### config.mk
export PLATFORM = sky130hd
export DESIGN_NAME = ppm_stream_parser_flat
export DESIGN_NICKNAME = d
export VERILOG_FILES = /design/src/sv/pps_pkg.sv /design/src/sv/pps_if.sv /design/src/sv/pps_ctrl.sv /design/src/sv/pps_datapath.sv /design/src/sv/ppm_stream_parser.sv /design/src/flat_wrapper.sv
export SDC_FILE = /design/constraint.sdc
export NUM_CORES = 1
export LEC_CHECK = 0
export ABC_CLOCK_PERIOD_IN_PS = 13800
export BUFFER_PORTS_ARGS = -buffer_cell sky130_fd_sc_hd__buf_2
export CELL_PAD_IN_SITES_DETAIL_PLACEMENT = 0
export CELL_PAD_IN_SITES_GLOBAL_PLACEMENT = 2
export CORE_AREA = 2 2 251 253
export CTS_BUF_LIST = sky130_fd_sc_hd__clkbuf_4 sky130_fd_sc_hd__clkbuf_8
export CTS_CLUSTER_SIZE = 8
export DETAILED_ROUTE_END_ITERATION = 10
export DIE_AREA = 0 0 253 255
export GPL_ROUTABILITY_DRIVEN = 0
export PLACE_DENSITY = 0.88
export SYNTH_ARGS = -nofsm -noshare
export SYNTH_HDL_FRONTEND = slang
export SYNTH_SLANG_ARGS = --single-unit
### constraint.sdc
create_clock -name clk -period 13.8 [get_ports clk]
set_clock_uncertainty 0.2 [all_clocks]
set_input_delay 2.76 -clock clk [delete_from_list [all_inputs] [get_ports clk]]
set_output_delay 2.76 -clock clk [all_outputs]
set_load 0.01 [all_outputs]
### src/sv/pps_pkg.sv
// Package: shared types and constants of the PPM stream parser.
package pps_pkg;

  localparam logic [1:0] KIND_HEADER = 2'd0;
  localparam logic [1:0] KIND_PIXEL  = 2'd1;
  localparam logic [1:0] KIND_ERROR  = 2'd2;

  localparam logic [2:0] ERR_MAGIC   = 3'd0;
  localparam logic [2:0] ERR_EARLY   = 3'd1;
  localparam logic [2:0] ERR_LONG    = 3'd2;
  localparam logic [2:0] ERR_NONNUM  = 3'd3;
  localparam logic [2:0] ERR_MAXV    = 3'd4;
  localparam logic [2:0] ERR_SAMPLE  = 3'd5;
  localparam logic [2:0] ERR_DIM     = 3'd6;

  localparam int TOKEN_BITS = 28;

  typedef enum logic [9:0] {
    PH_MAG0   = 10'b0000000001,
    PH_MAG1   = 10'b0000000010,
    PH_MAG2   = 10'b0000000100,
    PH_WIDTH  = 10'b0000001000,
    PH_HEIGHT = 10'b0000010000,
    PH_MAXV   = 10'b0000100000,
    PH_TEXT   = 10'b0001000000,
    PH_RAW    = 10'b0010000000,
    PH_DONE   = 10'b0100000000,
    PH_ERROR  = 10'b1000000000
  } phase_t;

  typedef enum logic [3:0] {
    CT_IDLE  = 4'b0001,
    CT_DIV   = 4'b0010,
    CT_OUT   = 4'b0100,
    CT_HOLD  = 4'b1000
  } ctl_state_t;

  // Command from controller to datapath.
  typedef struct packed {
    logic start;      // latch a sample for scaling
    logic emit;       // store a scaled sample; last channel fills output
  } dp_cmd_t;

  // Status from datapath to controller.
  typedef struct packed {
    logic need_div;   // the accepted byte produced a sample
    logic direct;     // the accepted byte produced a non-pixel result
    logic div_done;
    logic out_full;
  } dp_stat_t;

  function automatic logic is_ws(input logic [7:0] b);
    return (b == 8'h20) || (b == 8'h09) || (b == 8'h0D) || (b == 8'h0A);
  endfunction

  function automatic logic is_nl(input logic [7:0] b);
    return (b == 8'h0D) || (b == 8'h0A);
  endfunction

  function automatic logic is_digit(input logic [7:0] b);
    return (b >= 8'h30) && (b <= 8'h39);
  endfunction

endpackage

### src/sv/pps_if.sv
// Interfaces: byte input channel and result output channel.
interface pps_in_if;
  logic       valid;
  logic       ready;
  logic [7:0] byte_in;
  logic       end_of_file;
  modport source (output valid, output byte_in, output end_of_file, input ready);
  modport sink (input valid, input byte_in, input end_of_file, output ready);
endinterface

interface pps_out_if;
  logic        valid;
  logic        ready;
  logic [1:0]  kind;
  logic [7:0]  red;
  logic [7:0]  green;
  logic [7:0]  blue;
  logic [15:0] image_width;
  logic [15:0] image_height;
  logic        is_binary;
  logic [2:0]  error_code;
  logic        last_pixel;
  modport source (output valid, output kind, output red, output green, output blue,
                  output image_width, output image_height, output is_binary,
                  output error_code, output last_pixel, input ready);
  modport sink (input valid, input kind, input red, input green, input blue,
                input image_width, input image_height, input is_binary,
                input error_code, input last_pixel, output ready);
endinterface

### src/sv/pps_ctrl.sv
// Controller: sequences accept, sample scaling and result delivery.
module pps_ctrl (
  input  logic              clk,
  input  logic              rst,
  input  logic              in_valid,
  output logic              in_ready,
  input  pps_pkg::dp_stat_t stat,
  output pps_pkg::dp_cmd_t  cmd,
  output logic              accept
);
  import pps_pkg::*;

  ctl_state_t state, state_next;

  always_comb begin
    in_ready   = (state == CT_IDLE) && !stat.out_full;
    accept     = in_valid && in_ready;
    cmd.start  = accept && stat.need_div;
    cmd.emit   = (state == CT_OUT) && !stat.out_full;
    state_next = state;
    unique case (state)
      CT_IDLE: if (cmd.start) state_next = CT_DIV;
      CT_DIV:  if (stat.div_done) state_next = CT_OUT;
      CT_OUT:  if (!stat.out_full) state_next = CT_IDLE;
      CT_HOLD: state_next = CT_IDLE;
      default: state_next = CT_IDLE;
    endcase
  end

  always_ff @(posedge clk) begin
    if (rst) state <= CT_IDLE;
    else state <= state_next;
  end

`ifndef SYNTHESIS
  a_no_accept_busy: assert property (@(posedge clk) disable iff (rst)
    (state != CT_IDLE) |-> !accept) else $error("accept while busy");
  a_div_follows: assert property (@(posedge clk) disable iff (rst)
    cmd.start |=> (state == CT_DIV)) else $error("scaling not started");
  a_emit_free: assert property (@(posedge clk) disable iff (rst)
    cmd.emit |-> !stat.out_full) else $error("emit into full register");
  a_direct_no_div: assert property (@(posedge clk) disable iff (rst)
    (accept && stat.direct) |-> !cmd.start) else $error("direct result with scaling");
`endif
endmodule

### src/sv/pps_datapath.sv
// Datapath: header parsing, token build, sample scaling and output register.
module pps_datapath #(
  parameter int MAX_TOKEN_LEN = 1024,
  parameter int DIM_BITS      = 16
) (
  input  logic              clk,
  input  logic              rst,
  input  logic              accept,
  input  logic [7:0]        byte_in,
  input  logic              end_of_file,
  input  pps_pkg::dp_cmd_t  cmd,
  output pps_pkg::dp_stat_t stat,
  input  logic              out_ready,
  output logic              out_valid,
  output logic [1:0]        kind,
  output logic [7:0]        red,
  output logic [7:0]        green,
  output logic [7:0]        blue,
  output logic [15:0]       image_width,
  output logic [15:0]       image_height,
  output logic              is_binary,
  output logic [2:0]        error_code,
  output logic              last_pixel
);
  import pps_pkg::*;

  localparam int LEN_BITS = $clog2(MAX_TOKEN_LEN + 1);
  localparam logic [TOKEN_BITS-1:0] DIM_MAX = TOKEN_BITS'((33'd1 << DIM_BITS) - 33'd1);
  localparam logic [TOKEN_BITS-1:0] TOKEN_SAT =
    (DIM_MAX + TOKEN_BITS'(1) > TOKEN_BITS'(65536)) ? DIM_MAX + TOKEN_BITS'(1)
                                                    : TOKEN_BITS'(65536);
  localparam logic [LEN_BITS-1:0] LEN_LIMIT = LEN_BITS'(MAX_TOKEN_LEN - 1);

  phase_t                phase;
  logic                  binary_format;
  logic [TOKEN_BITS-1:0] token_value;
  logic [LEN_BITS-1:0]   token_length;
  logic                  at_line_start, cmt_active;
  logic [DIM_BITS-1:0]   width_reg, height_reg, column_count, row_count;
  logic [15:0]           max_sample;
  logic [1:0]            channel_index;
  logic [7:0]            held_red, held_green, high_byte;
  logic                  byte_phase;

  // Next-state values computed from the accepted byte.
  phase_t                phase_next;
  logic                  binary_next, als_next, inc_next, bp_next;
  logic [TOKEN_BITS-1:0] tv_next;
  logic [LEN_BITS-1:0]   tl_next;
  logic [DIM_BITS-1:0]   w_next, h_next;
  logic [15:0]           max_next, hb_next;
  logic                  ev_sample, ev_direct, ev_eof_pend;
  logic [15:0]           sample_v;
  logic [1:0]            d_kind;
  logic [2:0]            d_err;
  logic                  d_last;
  logic [TOKEN_BITS-1:0] tv_mul;
  logic                  b_ws, b_nl, b_dig;

  always_comb begin
    logic [TOKEN_BITS-1:0] v;
    logic                  fin, raw_next;
    b_ws = is_ws(byte_in);
    b_nl = is_nl(byte_in);
    b_dig = is_digit(byte_in);
    tv_mul = TOKEN_BITS'(token_value * 10) + TOKEN_BITS'(byte_in - 8'h30);
    phase_next = phase; binary_next = binary_format; als_next = at_line_start;
    inc_next = cmt_active; bp_next = byte_phase; tv_next = token_value;
    tl_next = token_length; w_next = width_reg; h_next = height_reg;
    max_next = max_sample; hb_next = {8'd0, high_byte};
    ev_sample = 1'b0; ev_direct = 1'b0; sample_v = '0;
    d_kind = KIND_ERROR; d_err = ERR_MAGIC; d_last = 1'b0; fin = 1'b0;
    raw_next = 1'b0; v = token_value;
    unique case (phase)
      PH_MAG0: if (byte_in != 8'h50) begin
        ev_direct = 1'b1; d_err = ERR_MAGIC; phase_next = PH_ERROR;
      end else phase_next = PH_MAG1;
      PH_MAG1: begin
        if (byte_in == 8'h33) begin binary_next = 1'b0; phase_next = PH_MAG2; end
        else if (byte_in == 8'h36) begin binary_next = 1'b1; phase_next = PH_MAG2; end
        else begin ev_direct = 1'b1; d_err = ERR_MAGIC; phase_next = PH_ERROR; end
      end
      PH_MAG2: begin
        if (!b_ws) begin ev_direct = 1'b1; d_err = ERR_MAGIC; phase_next = PH_ERROR; end
        else begin als_next = b_nl; phase_next = PH_WIDTH; end
      end
      PH_RAW: begin
        if (max_sample > 16'd255) begin
          if (!byte_phase) begin hb_next = {8'd0, byte_in}; bp_next = 1'b1; end
          else begin bp_next = 1'b0; ev_sample = 1'b1; sample_v = {high_byte, byte_in}; end
        end else begin ev_sample = 1'b1; sample_v = {8'd0, byte_in}; end
      end
      PH_WIDTH, PH_HEIGHT, PH_MAXV, PH_TEXT: begin
        if (token_length != '0) begin
          if (b_dig) begin
            if (token_length >= LEN_LIMIT) begin
              ev_direct = 1'b1; d_err = ERR_LONG; phase_next = PH_ERROR;
            end else begin
              tl_next = token_length + 1'b1;
              tv_next = (tv_mul > TOKEN_SAT) ? TOKEN_SAT : tv_mul;
            end
          end else if (!b_ws) begin
            ev_direct = 1'b1; d_err = ERR_NONNUM; phase_next = PH_ERROR;
          end else begin
            fin = 1'b1;
            raw_next = (phase == PH_MAXV) && binary_format;
            if (!raw_next) als_next = b_nl;
          end
        end else if (cmt_active) begin
          if (b_nl) begin inc_next = 1'b0; als_next = 1'b1; end
        end else if (b_ws) als_next = b_nl;
        else if (byte_in == 8'h23 && at_line_start) inc_next = 1'b1;
        else if (b_dig) begin
          tl_next = LEN_BITS'(1); tv_next = TOKEN_BITS'(byte_in - 8'h30); als_next = 1'b0;
        end else begin ev_direct = 1'b1; d_err = ERR_NONNUM; phase_next = PH_ERROR; end
      end
      default: ;
    endcase
    // Token ended by whitespace, or by end of file.
    if (!fin && end_of_file && phase_next != PH_ERROR && tl_next != '0 &&
        (phase == PH_WIDTH || phase == PH_HEIGHT || phase == PH_MAXV || phase == PH_TEXT)) begin
      fin = 1'b1; v = tv_next;
    end
    if (fin) begin
      tv_next = '0; tl_next = '0;
      unique case (phase)
        PH_WIDTH: if (v > DIM_MAX) begin
          ev_direct = 1'b1; d_err = ERR_DIM; phase_next = PH_ERROR;
        end else begin w_next = DIM_BITS'(v); phase_next = PH_HEIGHT; end
        PH_HEIGHT: if (v > DIM_MAX) begin
          ev_direct = 1'b1; d_err = ERR_DIM; phase_next = PH_ERROR;
        end else begin h_next = DIM_BITS'(v); phase_next = PH_MAXV; end
        PH_MAXV: if (v == '0 || v > TOKEN_BITS'(65535)) begin
          ev_direct = 1'b1; d_err = ERR_MAXV; phase_next = PH_ERROR;
        end else begin
          max_next = v[15:0]; bp_next = 1'b0;
          ev_direct = 1'b1; d_kind = KIND_HEADER;
          d_last = (width_reg == '0) || (h_next == '0);
          phase_next = d_last ? PH_DONE : (binary_format ? PH_RAW : PH_TEXT);
        end
        default: begin
          ev_sample = 1'b1;
          sample_v = (v > TOKEN_BITS'(65535)) ? 16'hFFFF : v[15:0];
          if (v > TOKEN_BITS'(65535)) begin
            ev_sample = 1'b0; ev_direct = 1'b1; d_err = ERR_SAMPLE; phase_next = PH_ERROR;
          end
        end
      endcase
    end
    if (ev_sample && sample_v > max_sample) begin
      ev_sample = 1'b0; ev_direct = 1'b1; d_err = ERR_SAMPLE; phase_next = PH_ERROR;
    end
    // End of file not at the end of the image.
    ev_eof_pend = 1'b0;
    if (end_of_file && phase_next != PH_ERROR) begin
      if (ev_sample) ev_eof_pend = 1'b1;
      else if (phase_next != PH_DONE) begin
        ev_direct = 1'b1; d_kind = KIND_ERROR; d_err = ERR_EARLY; phase_next = PH_ERROR;
      end
    end
  end

  // Scaler: restoring division of sample*255 by the maximum, one bit a cycle.
  logic [23:0] dividend;
  logic [15:0] divisor;
  logic [16:0] rem;
  logic [4:0]  div_cnt;
  logic        div_busy, eof_pend;
  logic [16:0] rem_sh;
  logic [7:0]  scaled;

  assign rem_sh = {rem[15:0], dividend[23]};

  always_ff @(posedge clk) begin
    if (rst) begin
      div_busy <= 1'b0;
      div_cnt <= '0;
    end else if (cmd.start) begin
      div_busy <= 1'b1;
      div_cnt <= 5'd24;
      dividend <= 24'(sample_v) * 24'd255;
      divisor <= max_sample;
      rem <= '0;
      eof_pend <= ev_eof_pend;
    end else if (div_busy) begin
      if (rem_sh >= {1'b0, divisor}) begin
        rem <= rem_sh - {1'b0, divisor};
        dividend <= {dividend[22:0], 1'b1};
      end else begin
        rem <= rem_sh;
        dividend <= {dividend[22:0], 1'b0};
      end
      div_cnt <= div_cnt - 1'b1;
      if (div_cnt == 5'd1) div_busy <= 1'b0;
    end
  end

  assign scaled = dividend[7:0];
  assign stat.need_div = ev_sample;
  assign stat.direct = ev_direct;
  assign stat.div_done = !div_busy;
  assign stat.out_full = out_valid;

  logic pix_last;
  assign pix_last = (column_count + 1'b1 == width_reg) && (row_count + 1'b1 == height_reg);

  always_ff @(posedge clk) begin
    if (rst) begin
      phase <= PH_MAG0; binary_format <= 1'b0; token_value <= '0; token_length <= '0;
      at_line_start <= 1'b0; cmt_active <= 1'b0; width_reg <= '0; height_reg <= '0;
      max_sample <= '0; column_count <= '0; row_count <= '0; channel_index <= '0;
      held_red <= '0; held_green <= '0; high_byte <= '0; byte_phase <= 1'b0;
      out_valid <= 1'b0;
    end else begin
      if (out_valid && out_ready) out_valid <= 1'b0;
      if (accept && phase != PH_DONE && phase != PH_ERROR) begin
        phase <= phase_next; binary_format <= binary_next; token_value <= tv_next;
        token_length <= tl_next; at_line_start <= als_next; cmt_active <= inc_next;
        width_reg <= w_next; height_reg <= h_next; max_sample <= max_next;
        high_byte <= hb_next[7:0]; byte_phase <= bp_next;
        if (ev_direct && d_kind == KIND_HEADER) begin
          column_count <= '0; row_count <= '0; channel_index <= '0;
        end
        if (ev_direct) begin
          out_valid <= 1'b1; kind <= d_kind; red <= '0; green <= '0; blue <= '0;
          is_binary <= (d_kind == KIND_HEADER) ? binary_format : 1'b0;
          image_width <= (d_kind == KIND_HEADER) ? 16'(width_reg) : '0;
          image_height <= (d_kind == KIND_HEADER) ? 16'(h_next) : '0;
          error_code <= (d_kind == KIND_ERROR) ? d_err : ERR_MAGIC;
          last_pixel <= d_last && (d_kind == KIND_HEADER);
        end
      end
      if (cmd.emit) begin
        unique case (channel_index)
          2'd0: begin held_red <= scaled; channel_index <= 2'd1; end
          2'd1: begin held_green <= scaled; channel_index <= 2'd2; end
          default: begin
            channel_index <= 2'd0;
            if (column_count + 1'b1 >= width_reg) begin
              column_count <= '0; row_count <= row_count + 1'b1;
            end else column_count <= column_count + 1'b1;
            if (pix_last) phase <= PH_DONE;
          end
        endcase
        if (channel_index == 2'd2 || eof_pend) begin
          out_valid <= 1'b1;
          red <= '0; green <= '0; blue <= '0; image_width <= '0; image_height <= '0;
          is_binary <= 1'b0; error_code <= ERR_MAGIC; last_pixel <= 1'b0;
          if (eof_pend && !(channel_index == 2'd2 && pix_last)) begin
            kind <= KIND_ERROR; error_code <= ERR_EARLY; phase <= PH_ERROR;
          end else begin
            kind <= KIND_PIXEL; red <= held_red; green <= held_green; blue <= scaled;
            last_pixel <= pix_last;
          end
        end
      end
    end
  end

`ifndef SYNTHESIS
  a_one_source: assert property (@(posedge clk) disable iff (rst)
    !(accept && ev_direct && cmd.start)) else $error("two result sources");
  a_div_len: assert property (@(posedge clk) disable iff (rst)
    cmd.start |=> div_busy) else $error("scaler idle after start");
  a_done_quiet: assert property (@(posedge clk) disable iff (rst)
    (phase == PH_DONE || phase == PH_ERROR) && !out_valid |=> !out_valid)
    else $error("result after end");
`endif
endmodule

### src/sv/ppm_stream_parser.sv
// Top level: PPM P3/P6 stream parser.
//  channel | dir | payload
//  in      | in  | byte_in[8], end_of_file[1]
//  out     | out | kind, red, green, blue, image_width, image_height, is_binary,
//          |     | error_code, last_pixel
// A byte that gives no result leaves the parser ready for the next one; one that gives a
// header or error result holds off the next byte until the result register drains.
// A byte that completes a sample waits for the 24-step restoring divider of the
// scaler and for a free result register; one that completes a pixel loads it.
// One result register; a new byte waits while it holds an untaken result.
// Synchronous reset returns the parser to the magic check.
module ppm_stream_parser #(
  parameter int MAX_TOKEN_LEN = 1024,
  parameter int DIM_BITS      = 16
) (
  input logic     clk,
  input logic     rst,
  pps_in_if.sink  in_ch,
  pps_out_if.source out_ch
);
  import pps_pkg::*;

  dp_cmd_t  cmd;
  dp_stat_t stat;
  logic     accept;

  pps_ctrl u_ctrl (
    .clk, .rst, .in_valid(in_ch.valid), .in_ready(in_ch.ready),
    .stat, .cmd, .accept
  );

  pps_datapath #(.MAX_TOKEN_LEN(MAX_TOKEN_LEN), .DIM_BITS(DIM_BITS)) u_dp (
    .clk, .rst, .accept, .byte_in(in_ch.byte_in), .end_of_file(in_ch.end_of_file),
    .cmd, .stat, .out_ready(out_ch.ready), .out_valid(out_ch.valid),
    .kind(out_ch.kind), .red(out_ch.red), .green(out_ch.green), .blue(out_ch.blue),
    .image_width(out_ch.image_width), .image_height(out_ch.image_height),
    .is_binary(out_ch.is_binary), .error_code(out_ch.error_code),
    .last_pixel(out_ch.last_pixel)
  );
endmodule

### src/flat_wrapper.sv
// flat-port wrapper written by rule: the top's interface ports become plain ports
module ppm_stream_parser_flat import pps_pkg::*;
#(
  parameter int MAX_TOKEN_LEN = 1024,
  parameter int DIM_BITS      = 16
)
  (clk, rst, in_ch_valid, in_ch_byte_in, in_ch_end_of_file, in_ch_ready, out_ch_valid, out_ch_kind, out_ch_red, out_ch_green, out_ch_blue, out_ch_image_width, out_ch_image_height, out_ch_is_binary, out_ch_error_code, out_ch_last_pixel, out_ch_ready);
  pps_in_if in_ch_i ();
  pps_out_if out_ch_i ();
  input logic clk;
  input logic rst;
  input wire logic [$bits(in_ch_i.valid)-1:0] in_ch_valid;
  input wire logic [$bits(in_ch_i.byte_in)-1:0] in_ch_byte_in;
  input wire logic [$bits(in_ch_i.end_of_file)-1:0] in_ch_end_of_file;
  output wire logic [$bits(in_ch_i.ready)-1:0] in_ch_ready;
  output wire logic [$bits(out_ch_i.valid)-1:0] out_ch_valid;
  output wire logic [$bits(out_ch_i.kind)-1:0] out_ch_kind;
  output wire logic [$bits(out_ch_i.red)-1:0] out_ch_red;
  output wire logic [$bits(out_ch_i.green)-1:0] out_ch_green;
  output wire logic [$bits(out_ch_i.blue)-1:0] out_ch_blue;
  output wire logic [$bits(out_ch_i.image_width)-1:0] out_ch_image_width;
  output wire logic [$bits(out_ch_i.image_height)-1:0] out_ch_image_height;
  output wire logic [$bits(out_ch_i.is_binary)-1:0] out_ch_is_binary;
  output wire logic [$bits(out_ch_i.error_code)-1:0] out_ch_error_code;
  output wire logic [$bits(out_ch_i.last_pixel)-1:0] out_ch_last_pixel;
  input wire logic [$bits(out_ch_i.ready)-1:0] out_ch_ready;
  assign in_ch_i.valid = in_ch_valid;
  assign in_ch_i.byte_in = in_ch_byte_in;
  assign in_ch_i.end_of_file = in_ch_end_of_file;
  assign in_ch_ready = in_ch_i.ready;
  assign out_ch_valid = out_ch_i.valid;
  assign out_ch_kind = out_ch_i.kind;
  assign out_ch_red = out_ch_i.red;
  assign out_ch_green = out_ch_i.green;
  assign out_ch_blue = out_ch_i.blue;
  assign out_ch_image_width = out_ch_i.image_width;
  assign out_ch_image_height = out_ch_i.image_height;
  assign out_ch_is_binary = out_ch_i.is_binary;
  assign out_ch_error_code = out_ch_i.error_code;
  assign out_ch_last_pixel = out_ch_i.last_pixel;
  assign out_ch_i.ready = out_ch_ready;
  ppm_stream_parser #(.MAX_TOKEN_LEN(MAX_TOKEN_LEN), .DIM_BITS(DIM_BITS)) u_core (.clk(clk), .rst(rst), .in_ch(in_ch_i), .out_ch(out_ch_i));
endmodule
### Word-level counts from Yosys, hierarchy flattened

Index checks and enable logic that the tools add are counted.

* register bits after elaboration: 290
* word-level logic and storage cells: 381
* input port bits: 13
* output and inout port bits: 65

* multiplexer cells: 221
* multiply operators: 2
* bitwise gates (word level): 5
* $add $sub $neg: 7
* $lt $le $gt $ge: 9
* reductions and logical operators: 63
* equal/unequal tests: 40

Operators by type and width (count)
* two-way mux 16 bit: 31
* two-way mux 28 bit: 11
* two-way mux 10 bit: 27
* two-way mux 8 bit: 16
* two-way mux 11 bit: 9
* two-way mux 1 bit: 76
* two-way mux 24 bit: 2
* two-way mux 3 bit: 16
* two-way mux 2 bit: 20
* one-hot mux 10 bit (4 select lines): 1
* adder 16 x 1 -> 16 bit (second input constant): 2
* equality test 16 bit: 2
* equality test 8 x 6 -> 1 bit (second input constant): 4
* zero test 16 bit: 2
* inequality test 10 bit (second input constant): 3
* one-hot mux 10 bit (3 select lines): 1
* adder 28 bit: 1
* > comparator 28 x 16 -> 1 bit (second input constant): 1
* > comparator 28 x 17 -> 1 bit (second input constant): 1
* zero test 28 bit: 1
* multiplier 28 x 3 -> 27 bit (second input constant): 1
* equality test 8 x 4 -> 1 bit (second input constant): 3
* multiplier 16 x 8 -> 24 bit (second input constant): 1
* nonzero test 11 bit: 2
* other kinds (52): 113

### Logic depth before layout (Yosys ltp)

Gate-level depths: netlist of the first run.

* depth after elaboration: 32
* gate-level depth with buffers: 59
* mapped depth without buffers: 58

### Cells and area by module

A second synthesis of the first run with hierarchy kept.

* cells, all modules: 2705
* area, all modules: 22841.9 um^2

Modules (own cells, without submodules)
* pps_datapath: instances 1, area each 22673.0 um^2, cells each 2690, seq. area each 6926.6 um^2
* pps_ctrl: instances 1, area each 168.9 um^2, cells each 15, seq. area each 60.1 um^2

### Worst setup path after synthesis of the first run

OpenSTA, ideal clock, no wires.

* path type: in2reg
* from: input port in_ch_byte_in[6]
* to: register u_core.u_dp.dividend[23], data pin
* stages on the path: 41
* path buffers: 2
* path slack: 0.771 ns
* setup time: 0.263 ns
* arrival: 12.566 ns
* path through: buf_2 or2_1 clkbuf_1 nor2_1 ha_1 a211o_1 a2111o_1 nand3_1 nand3b_1 or3_1 nand3_1 nand4_1 nor4_1 a21oi_1 o31ai_1 nor2_1 a21oi_1 inv_1 [5 not listed] fa_1 inv_1 ha_1 inv_1 a21oi_1 o21ai_0 a21oi_1 o21ai_0 a21boi_0 o21a_1 o21ai_0 a21oi_1 and4_1 o31ai_1 o21bai_1 a21oi_1 xnor2_1 o21ai_0

* cells in the longest elaborated chain, start to end: 23

Ends and longest elaborated chain
* from (decl): line flat_wrapper.sv:13 `input wire logic [$bits(in_ch_i.byte_in)-1:0] in_ch_byte_in;`
* branches (longest 22 deep; another with adder 28 bit)
* two-way mux 24 bit *: line pps_datapath.sv:178 `end else if (cmd.start) begin`
* to (signal assigned): line pps_datapath.sv:181 `dividend <= 24'(sample_v) * 24'd255;`
* to (signal assigned): line pps_datapath.sv:188 `dividend <= {dividend[22:0], 1'b1};`
* to (signal assigned): line pps_datapath.sv:191 `dividend <= {dividend[22:0], 1'b0};`
* to (decl): line pps_datapath.sv:164 `logic [23:0] dividend;`

Mark *: on every way between the ends.
A chain may end at the register's enable or synchronous reset.

### Worst setup path in the final report of the first run

* from: register u_core.u_dp.token_value[1]
* to: register u_core.u_dp.dividend[23], data pin

* cells in the longest elaborated chain, start to end: 18

Ends and longest elaborated chain
* from (decl): line pps_datapath.sv:36 `logic [TOKEN_BITS-1:0] token_value;`
* from (signal assigned): line pps_datapath.sv:217 `phase <= phase_next; binary_format <= binary_next; token_value <= tv_next;`
* multiplier 28 x 3 -> 27 bit: line pps_datapath.sv:66 `tv_mul = TOKEN_BITS'(token_value * 10) + TOKEN_BITS'(byte_in - 8'h30);`
* adder 28 bit: line pps_datapath.sv:66
* > comparator 28 x 17 -> 1 bit: line pps_datapath.sv:100 `tv_next = (tv_mul > TOKEN_SAT) ? TOKEN_SAT : tv_mul;`
* two-way mux 28 bit: line pps_datapath.sv:100
* two-way mux 28 bit: line pps_datapath.sv:96 `if (token_length >= LEN_LIMIT) begin`
* two-way mux 28 bit: line pps_datapath.sv:95 `if (b_dig) begin`
* two-way mux 28 bit: line pps_datapath.sv:94 `if (token_length != '0) begin`
* two-way mux 28 bit: line pps_datapath.sv:74 `unique case (phase)`
* two-way mux 28 bit *: line pps_datapath.sv:120 `if (!fin && end_of_file && phase_next != PH_ERROR && tl_next != '0 &&`
* branches (longest 8 deep; another with > comparator 28 x 16 -> 1 bit)
* two-way mux 24 bit *: line pps_datapath.sv:178

Marked as above.

==> impl_metrics.ini, run 1 <==
[run_status]
run_status = finished clean

[synthesis]
synth.yosys.seq_area_share_pct = 30.7
synth_enable_flop_cells = 120
synth_area_leader_cell = edfxtp_1
avgSynthCellArea_um2 = 8.43
synth_top_area_share_pct = 15.9
ys.flop_type = dfxtp_1
async_flop_share_pct = 0
yosys_warnings = 0
synth_seq_cells = 289
synthTopCellsByArea = edfxtp_1 16%, dfxtp_1 15%, ha_1 9.9%
synth.net_count = 2960
cell_area_after_synthesis_um2 = 22700
post_synth_inst_count = 2694
yosys.cell_types.count = 93

[timing]
min_period_over_period_pct = 93.4
grt_setup_unrepaired = false
setup_viol = 0
final-max-slew-violation-count = 0
timing.max_slew.rel_slack_pct = 20.0
hold_viol = 0
max_freq_mhz = 77.6
finalCriticalPeriod_ps = 12880
timing_worst_slew_pin_value_ps = 1200
finalSetupTns_ps = 0

[critical_path]
timing.critical_path.slowest_stage_cell = a21oi_1
worst_setup_path_end_kind = flip-flop
timing.critical_path.from_type = flip-flop
critical_path_class = flip-flop to flip-flop
critPathRequiredTime_ps = 13970
timing.critical_path.arrival_ps = 13060
critical_path.max_stage_delay_ps = 760
critical_path.most_common_cell = a21oi_1
critical_path.max_fanout = 6
worst-r2r-setup-slack_ps = 920

[routing]
drt-vias-per-instance = 5.62
drt-initial-drc-count = 1653
postRouteAntennaNets = 0
routed_wirelength_mm = 69.6
detailedRoute.firstPassIterationCount = 5
route.vias.total = 20400
wl_per_cell_um = 19.2
remaining_drc_errors = 0

[power]
vdd_ir_drop_max_mv = 0.0563
power_leakage_nw = 10.9
power.density_cell_area_nw_per_um2 = 81.0

[cts]
cts-resized-gates = 0
clk_root_buffer_cell = clkbuf_8
cts_max_path_buffers = 3
cts.htree.levels = 2
cts_inserted_buffers = 56
cts.repair_timing.setup_buffer_count = 0
worst_setup_hold_path_clk_slew_ps = 60
cts_hold_repair.buffers = 0
cts_tree = yes
clock_sink_count = 289
worst_skew_pair.late_latency_ps = 680

[floorplan]
top_level_ports = 78
die_height_um = 255
fp.dieW_um = 253
die-area_um2 = 64500
placeableCoreArea_um2 = 62200
placementRows = 92
initial_standard_cell_utilization_of_the_core_pct = 36.6

[min_path]
hold_class = flip-flop to flip-flop

[layout]
max_flop_register = u_core.u_dp.token_value
layout_commonest_cell = nand2_1
most-common-layout-cells = 276 x nand2_1, 238 x inv_1, 225 x a21oi_1
final_net_count = 3040
reg.largest.list = u_core.u_dp.token_value (28), u_core.u_dp.dividend (24)
drive_above_1_share_pct = 10.5
areaGrowthSynthToFinish_pct = 11.8
largest_register_ff_count = 28
finish.cell_count_without_fillers = 3623
num-fill-cells = 6259

[run]
cap_viol_max_count = 0

[grt]
first_global_vias = 19800
globalRouteTotalUtil_pct = 21.4
overflow = 0
grt_antenna_before_repair = 3
largest_net_degree_at_the_start_of_global_routing = 79
grt_first_pass_wirelength_mm = 110

[place]
place_inst = 3515
place_hpwl_mm = 51.9
portBuffers = 77
==> synth_stat cells (10+ instances only) <==
cell / count
nor2b_1: 29
a311oi_1: 10
inv_1: 239
o22ai_1: 12
a21oi_1: 227
a22o_1: 33
ha_1: 180
and2_1: 13
o31ai_1: 15
mux2i_1: 51
a31oi_1: 21
xor2_1: 46
o21bai_1: 12
nand3_1: 68
nand4_1: 35
fa_1: 73
dfxtp_1: 169
buf_2: 16
nand2b_1: 24
a21boi_0: 11
a211oi_1: 41
o21a_1: 26
o21ai_1: 42
o211ai_1: 12
nand2_1: 276
edfxtp_1: 120
xnor2_1: 75
nor3_1: 59
nor2_1: 227
or3_1: 28
a21o_1: 36
o21ai_0: 120
clkbuf_1: 94
nor4_1: 37
and3_1: 39
==> power by group <==
group	internal (mW)	switching [mW]
Sequential	0.914	0.0171
Combinational	0.0613	0.118
Clock	0.544	0.404
==> layer usage <==
metal	part of all wire (%)	GRT usage [%]	vias up
met1	46	29.5	9828
met2	46	35.0	621
met5	0.032	0	-
li1	-	-	9802
met3	5.8	3.18	106
met4	2.2	5.88	4
==> stage by stage <==
| step | cell area [um^2] | util, % | power [mW] | hold slack, ps | worst slack, ps |
|---|---|---|---|---|---|
| after floorplan | 22700 | - | 1.06 | 208 | 771 |
| after global placement | 24100 | 38.8 | 1.12 | 218 | 864 |
| after detailed placement | 24100 | 38.8 | 1.13 | 217 | 684 |
| after CTS | 25400 | 40.8 | 2.08 | 231 | 991 |
| after global routing | 25400 | 40.9 | 2.13 | 249 | 7.88 |
| final | 25400 | 40.9 | 2.06 | 232 | 916 |
==> final timing paths <==
| kind | depth (start not counted) | endpoint | start |
|---|---|---|---|
| hold / removal | 0 | u_core.u_dp.divisor[2] | u_core.u_dp.max_sample[2] |
| hold reg to reg | 0 | u_core.u_dp.divisor[2] | u_core.u_dp.max_sample[2] |
| setup / recovery | 55 | u_core.u_dp.dividend[23] | u_core.u_dp.token_value[1] |
| setup reg to reg | 55 | u_core.u_dp.dividend[23] | u_core.u_dp.token_value[1] |
==> final cells by class <==
cell class                      count  area, um^2  area share (%)
Clock inverter                     12         136           0.537
Inverter                          239         898            3.54
Multi-Input combinational cell   2043       14400            56.6
Sequential cell                   289        6990            27.5
Antenna cell                        4        10.0          0.0394
Clock buffer                       92        1100            4.34
Tap cell                          799        1000            3.93
Timing Repair Buffer              145         902            3.55
==> logic make-up (layout without fill, tap and decap cells) <==
logic type,count (synthesis),after routing,share of synthesized area [%]
xor+xnor,121,121,4.66
buf+inv,362,488,6.22
other cells,0,4,0
flops,289,289,30.7
mux,56,56,2.49
simple gates,904,904,19.4
fa+ha+maj,253,253,16.3
compound gates,709,709,20.2
==> critical path: cells and delay by family, from the launching register on <==
family	cells	cell delay [ps]
AOI/OAI and AO/OA	31	6190
adders and majority gates	9	3660
and+or+nand+nor	7	870
xor gates and xnor gates	4	820
buffers and inverters	4	500
DFF	1	310
Power figures use the tool's default switching activity.
==> inputs of run 2 (changes only) <==
--- a/config.mk
+++ b/config.mk
@@ -6,7 +6,7 @@
 export NUM_CORES = 1
 export LEC_CHECK = 0
 export ABC_CLOCK_PERIOD_IN_PS = 13800
-export BUFFER_PORTS_ARGS = -buffer_cell sky130_fd_sc_hd__buf_2
+export BUFFER_PORTS_ARGS = -buffer_cell sky130_fd_sc_hd__clkbuf_2
 export CELL_PAD_IN_SITES_DETAIL_PLACEMENT = 0
 export CELL_PAD_IN_SITES_GLOBAL_PLACEMENT = 2
 export CORE_AREA = 2 2 251 253
@@ -16,6 +16,7 @@
 export DIE_AREA = 0 0 253 255
 export GPL_ROUTABILITY_DRIVEN = 0
 export PLACE_DENSITY = 0.88
+export REMOVE_ABC_BUFFERS = 1
 export SYNTH_ARGS = -nofsm -noshare
 export SYNTH_HDL_FRONTEND = slang
 export SYNTH_SLANG_ARGS = --single-unit
==> run 2 against run 1 <==
Net effect: utilization down 0.24 points; cell area down 0.59%; clock power down 5.9%; hold slack better by 4.8 ps; critical path type unchanged; critical path depth down 1; flip-flop and latch count unchanged; largest cell class unchanged; fmax down 0.27%; count of clock-buffer cells in the layout down 5; combinational power about the same.
==> impl_metrics.ini, run 2 (same netlist as run 1, synthesis figures left out) <==
[run_status]
run_status = finished clean

[grt]
grt_antenna_before_repair = 5
first_global_vias = 19200
largest_net_degree_at_the_start_of_global_routing = 73
grt_first_pass_wirelength_mm = 108
globalRouteTotalUtil_pct = 21.1
overflow = 0

[timing]
hold_viol = 0
finalSetupTns_ps = 0
finalCriticalPeriod_ps = 12920
final-max-slew-violation-count = 0
timing.max_slew.rel_slack_pct = 11.6
max_freq_mhz = 77.4
setup_viol = 0
timing_worst_slew_pin_value_ps = 1330
grt_setup_unrepaired = false
min_period_over_period_pct = 93.6

[critical_path]
timing.critical_path.from_type = flip-flop
timing.critical_path.slowest_stage_cell = fa_1
critical_path.max_fanout = 8
critical_path_class = flip-flop to flip-flop
timing.critical_path.arrival_ps = 13070
critical_path.max_stage_delay_ps = 600
worst_setup_path_end_kind = flip-flop
critical_path.most_common_cell = a21oi_1
critPathRequiredTime_ps = 13950

[cts]
clock_sink_count = 289
cts_inserted_buffers = 53
cts.repair_timing.setup_buffer_count = 0
clk_root_buffer_cell = clkbuf_8
worst_setup_hold_path_clk_slew_ps = 50
cts_tree = yes
worst_skew_pair.late_latency_ps = 640
cts.htree.levels = 2
cts_max_path_buffers = 3
cts_hold_repair.buffers = 0

[place]
place_inst = 3500
portBuffers = 77
place_hpwl_mm = 51.8

[floorplan]
die_height_um = 255
top_level_ports = 78
initial_standard_cell_utilization_of_the_core_pct = 36.6
die-area_um2 = 64500
placeableCoreArea_um2 = 62200
fp.dieW_um = 253
placementRows = 92

[layout]
drive_above_1_share_pct = 10.2
layout_commonest_cell = nand2_1
final_util_pct = 40.6
areaGrowthSynthToFinish_pct = 11.2
num-fill-cells = 6294
final_net_count = 3022
max_flop_register = u_core.u_dp.token_value
largest_register_ff_count = 28
most-common-layout-cells = 276 x nand2_1, 238 x inv_1, 222 x nor2_1
reg.largest.list = u_core.u_dp.token_value (28), u_core.u_dp.dividend (24)
finish.cell_count_without_fillers = 3599

[power]
power.density_cell_area_nw_per_um2 = 79.4
power_leakage_nw = 10.8
vdd_ir_drop_max_mv = 0.0636
report.power.total_mw = 2.00

[routing]
routed_wirelength_mm = 69.3
remaining_drc_errors = 0
wl_per_cell_um = 19.2
drt-initial-drc-count = 1687
detailedRoute.firstPassIterationCount = 5
postRouteAntennaNets = 0
drt-vias-per-instance = 5.57
route.vias.total = 20100

[run]
cap_viol_max_count = 0

[min_path]
hold_class = flip-flop to flip-flop
-- run 2: cell count changes in the layout (fill, tap and decap cells not counted), sizes merged --
cell      before  now
buf          145   54
inv          239  241
bufinv         2    1
diode          4    2
clkinvlp       2    1
clkinv         8    6
clkbuf        92  163
-- run 2: repair_timing --
action | in CTS | in global routing
setup endpoints to repair | 0 | 5
hold endpoints to repair | 0 | 0
resized for setup | 0 | 13
-- run 2: stage by stage --
step / area, um^2 / hold WS [ps] / worst slack (ps)
after floorplan: 22200 / 208 / 360
after global placement: 24000 / 221 / 417
after detailed placement: 24000 / 226 / 326
after CTS: 25200 / 238 / 525
after global routing: 25300 / 238 / 0.434
final: 25300 / 237 / 881
-- run 2: layout make-up --
cell class / count / area [um^2] / area share (%)
multi-input combinational: 2043 / 14400 / 57.1
sequential: 289 / 6990 / 27.7
clock buffer: 87 / 1070 / 4.22
tap: 799 / 1000 / 3.96
inverter: 239 / 898 / 3.56
timing repair buffer: 130 / 790 / 3.13
clock inverter: 10 / 95.1 / 0.376
antenna: 2 / 5.00 / 0.0198
-- run 2: metal layers --
layer / vias up / global-route usage [%] / wire length (um)
met1: 9574 / 28.9 / 32100
li1: 9779 / - / -
met2: 572 / 33.8 / 31300
met4: 6 / 5.97 / 1700
met5: - / 0 / 46
met3: 124 / 4.23 / 4150
-- run 2: report_power, final --
part	internal (mW)	switching [mW]	leakage, nW	total [mW]
Sequential	0.914	0.0173	2.49	0.932
Clock	0.508	0.384	0.620	0.893
Combinational	0.0608	0.120	7.71	0.180
-- run 2: final timing paths --
| check | from | end | slack [ps] | cells after the start |
|---|---|---|---|---|
| setup / recovery | u_core.u_dp.token_value[1] | u_core.u_dp.dividend[22] | 880 | 54 |
| setup reg to reg | u_core.u_dp.token_value[1] | u_core.u_dp.dividend[22] | 880 | 54 |
| hold / removal | u_core.u_dp.max_sample[2] | u_core.u_dp.divisor[2] | 240 | 0 |
| hold reg to reg | u_core.u_dp.max_sample[2] | u_core.u_dp.divisor[2] | 240 | 0 |
-- run 2: critical path: cells and delay by family (launching register included) --
| family | cells | cell delay (ps) |
|---|---|---|
| adder cells (fa/ha/maj) | 9 | 3670 |
| AO/OA/AOI/OAI | 27 | 5580 |
| buffers and inverters | 5 | 590 |
| AND/OR/NAND/NOR | 11 | 1810 |
| XOR/XNOR | 2 | 300 |
| flip-flops | 1 | 490 |
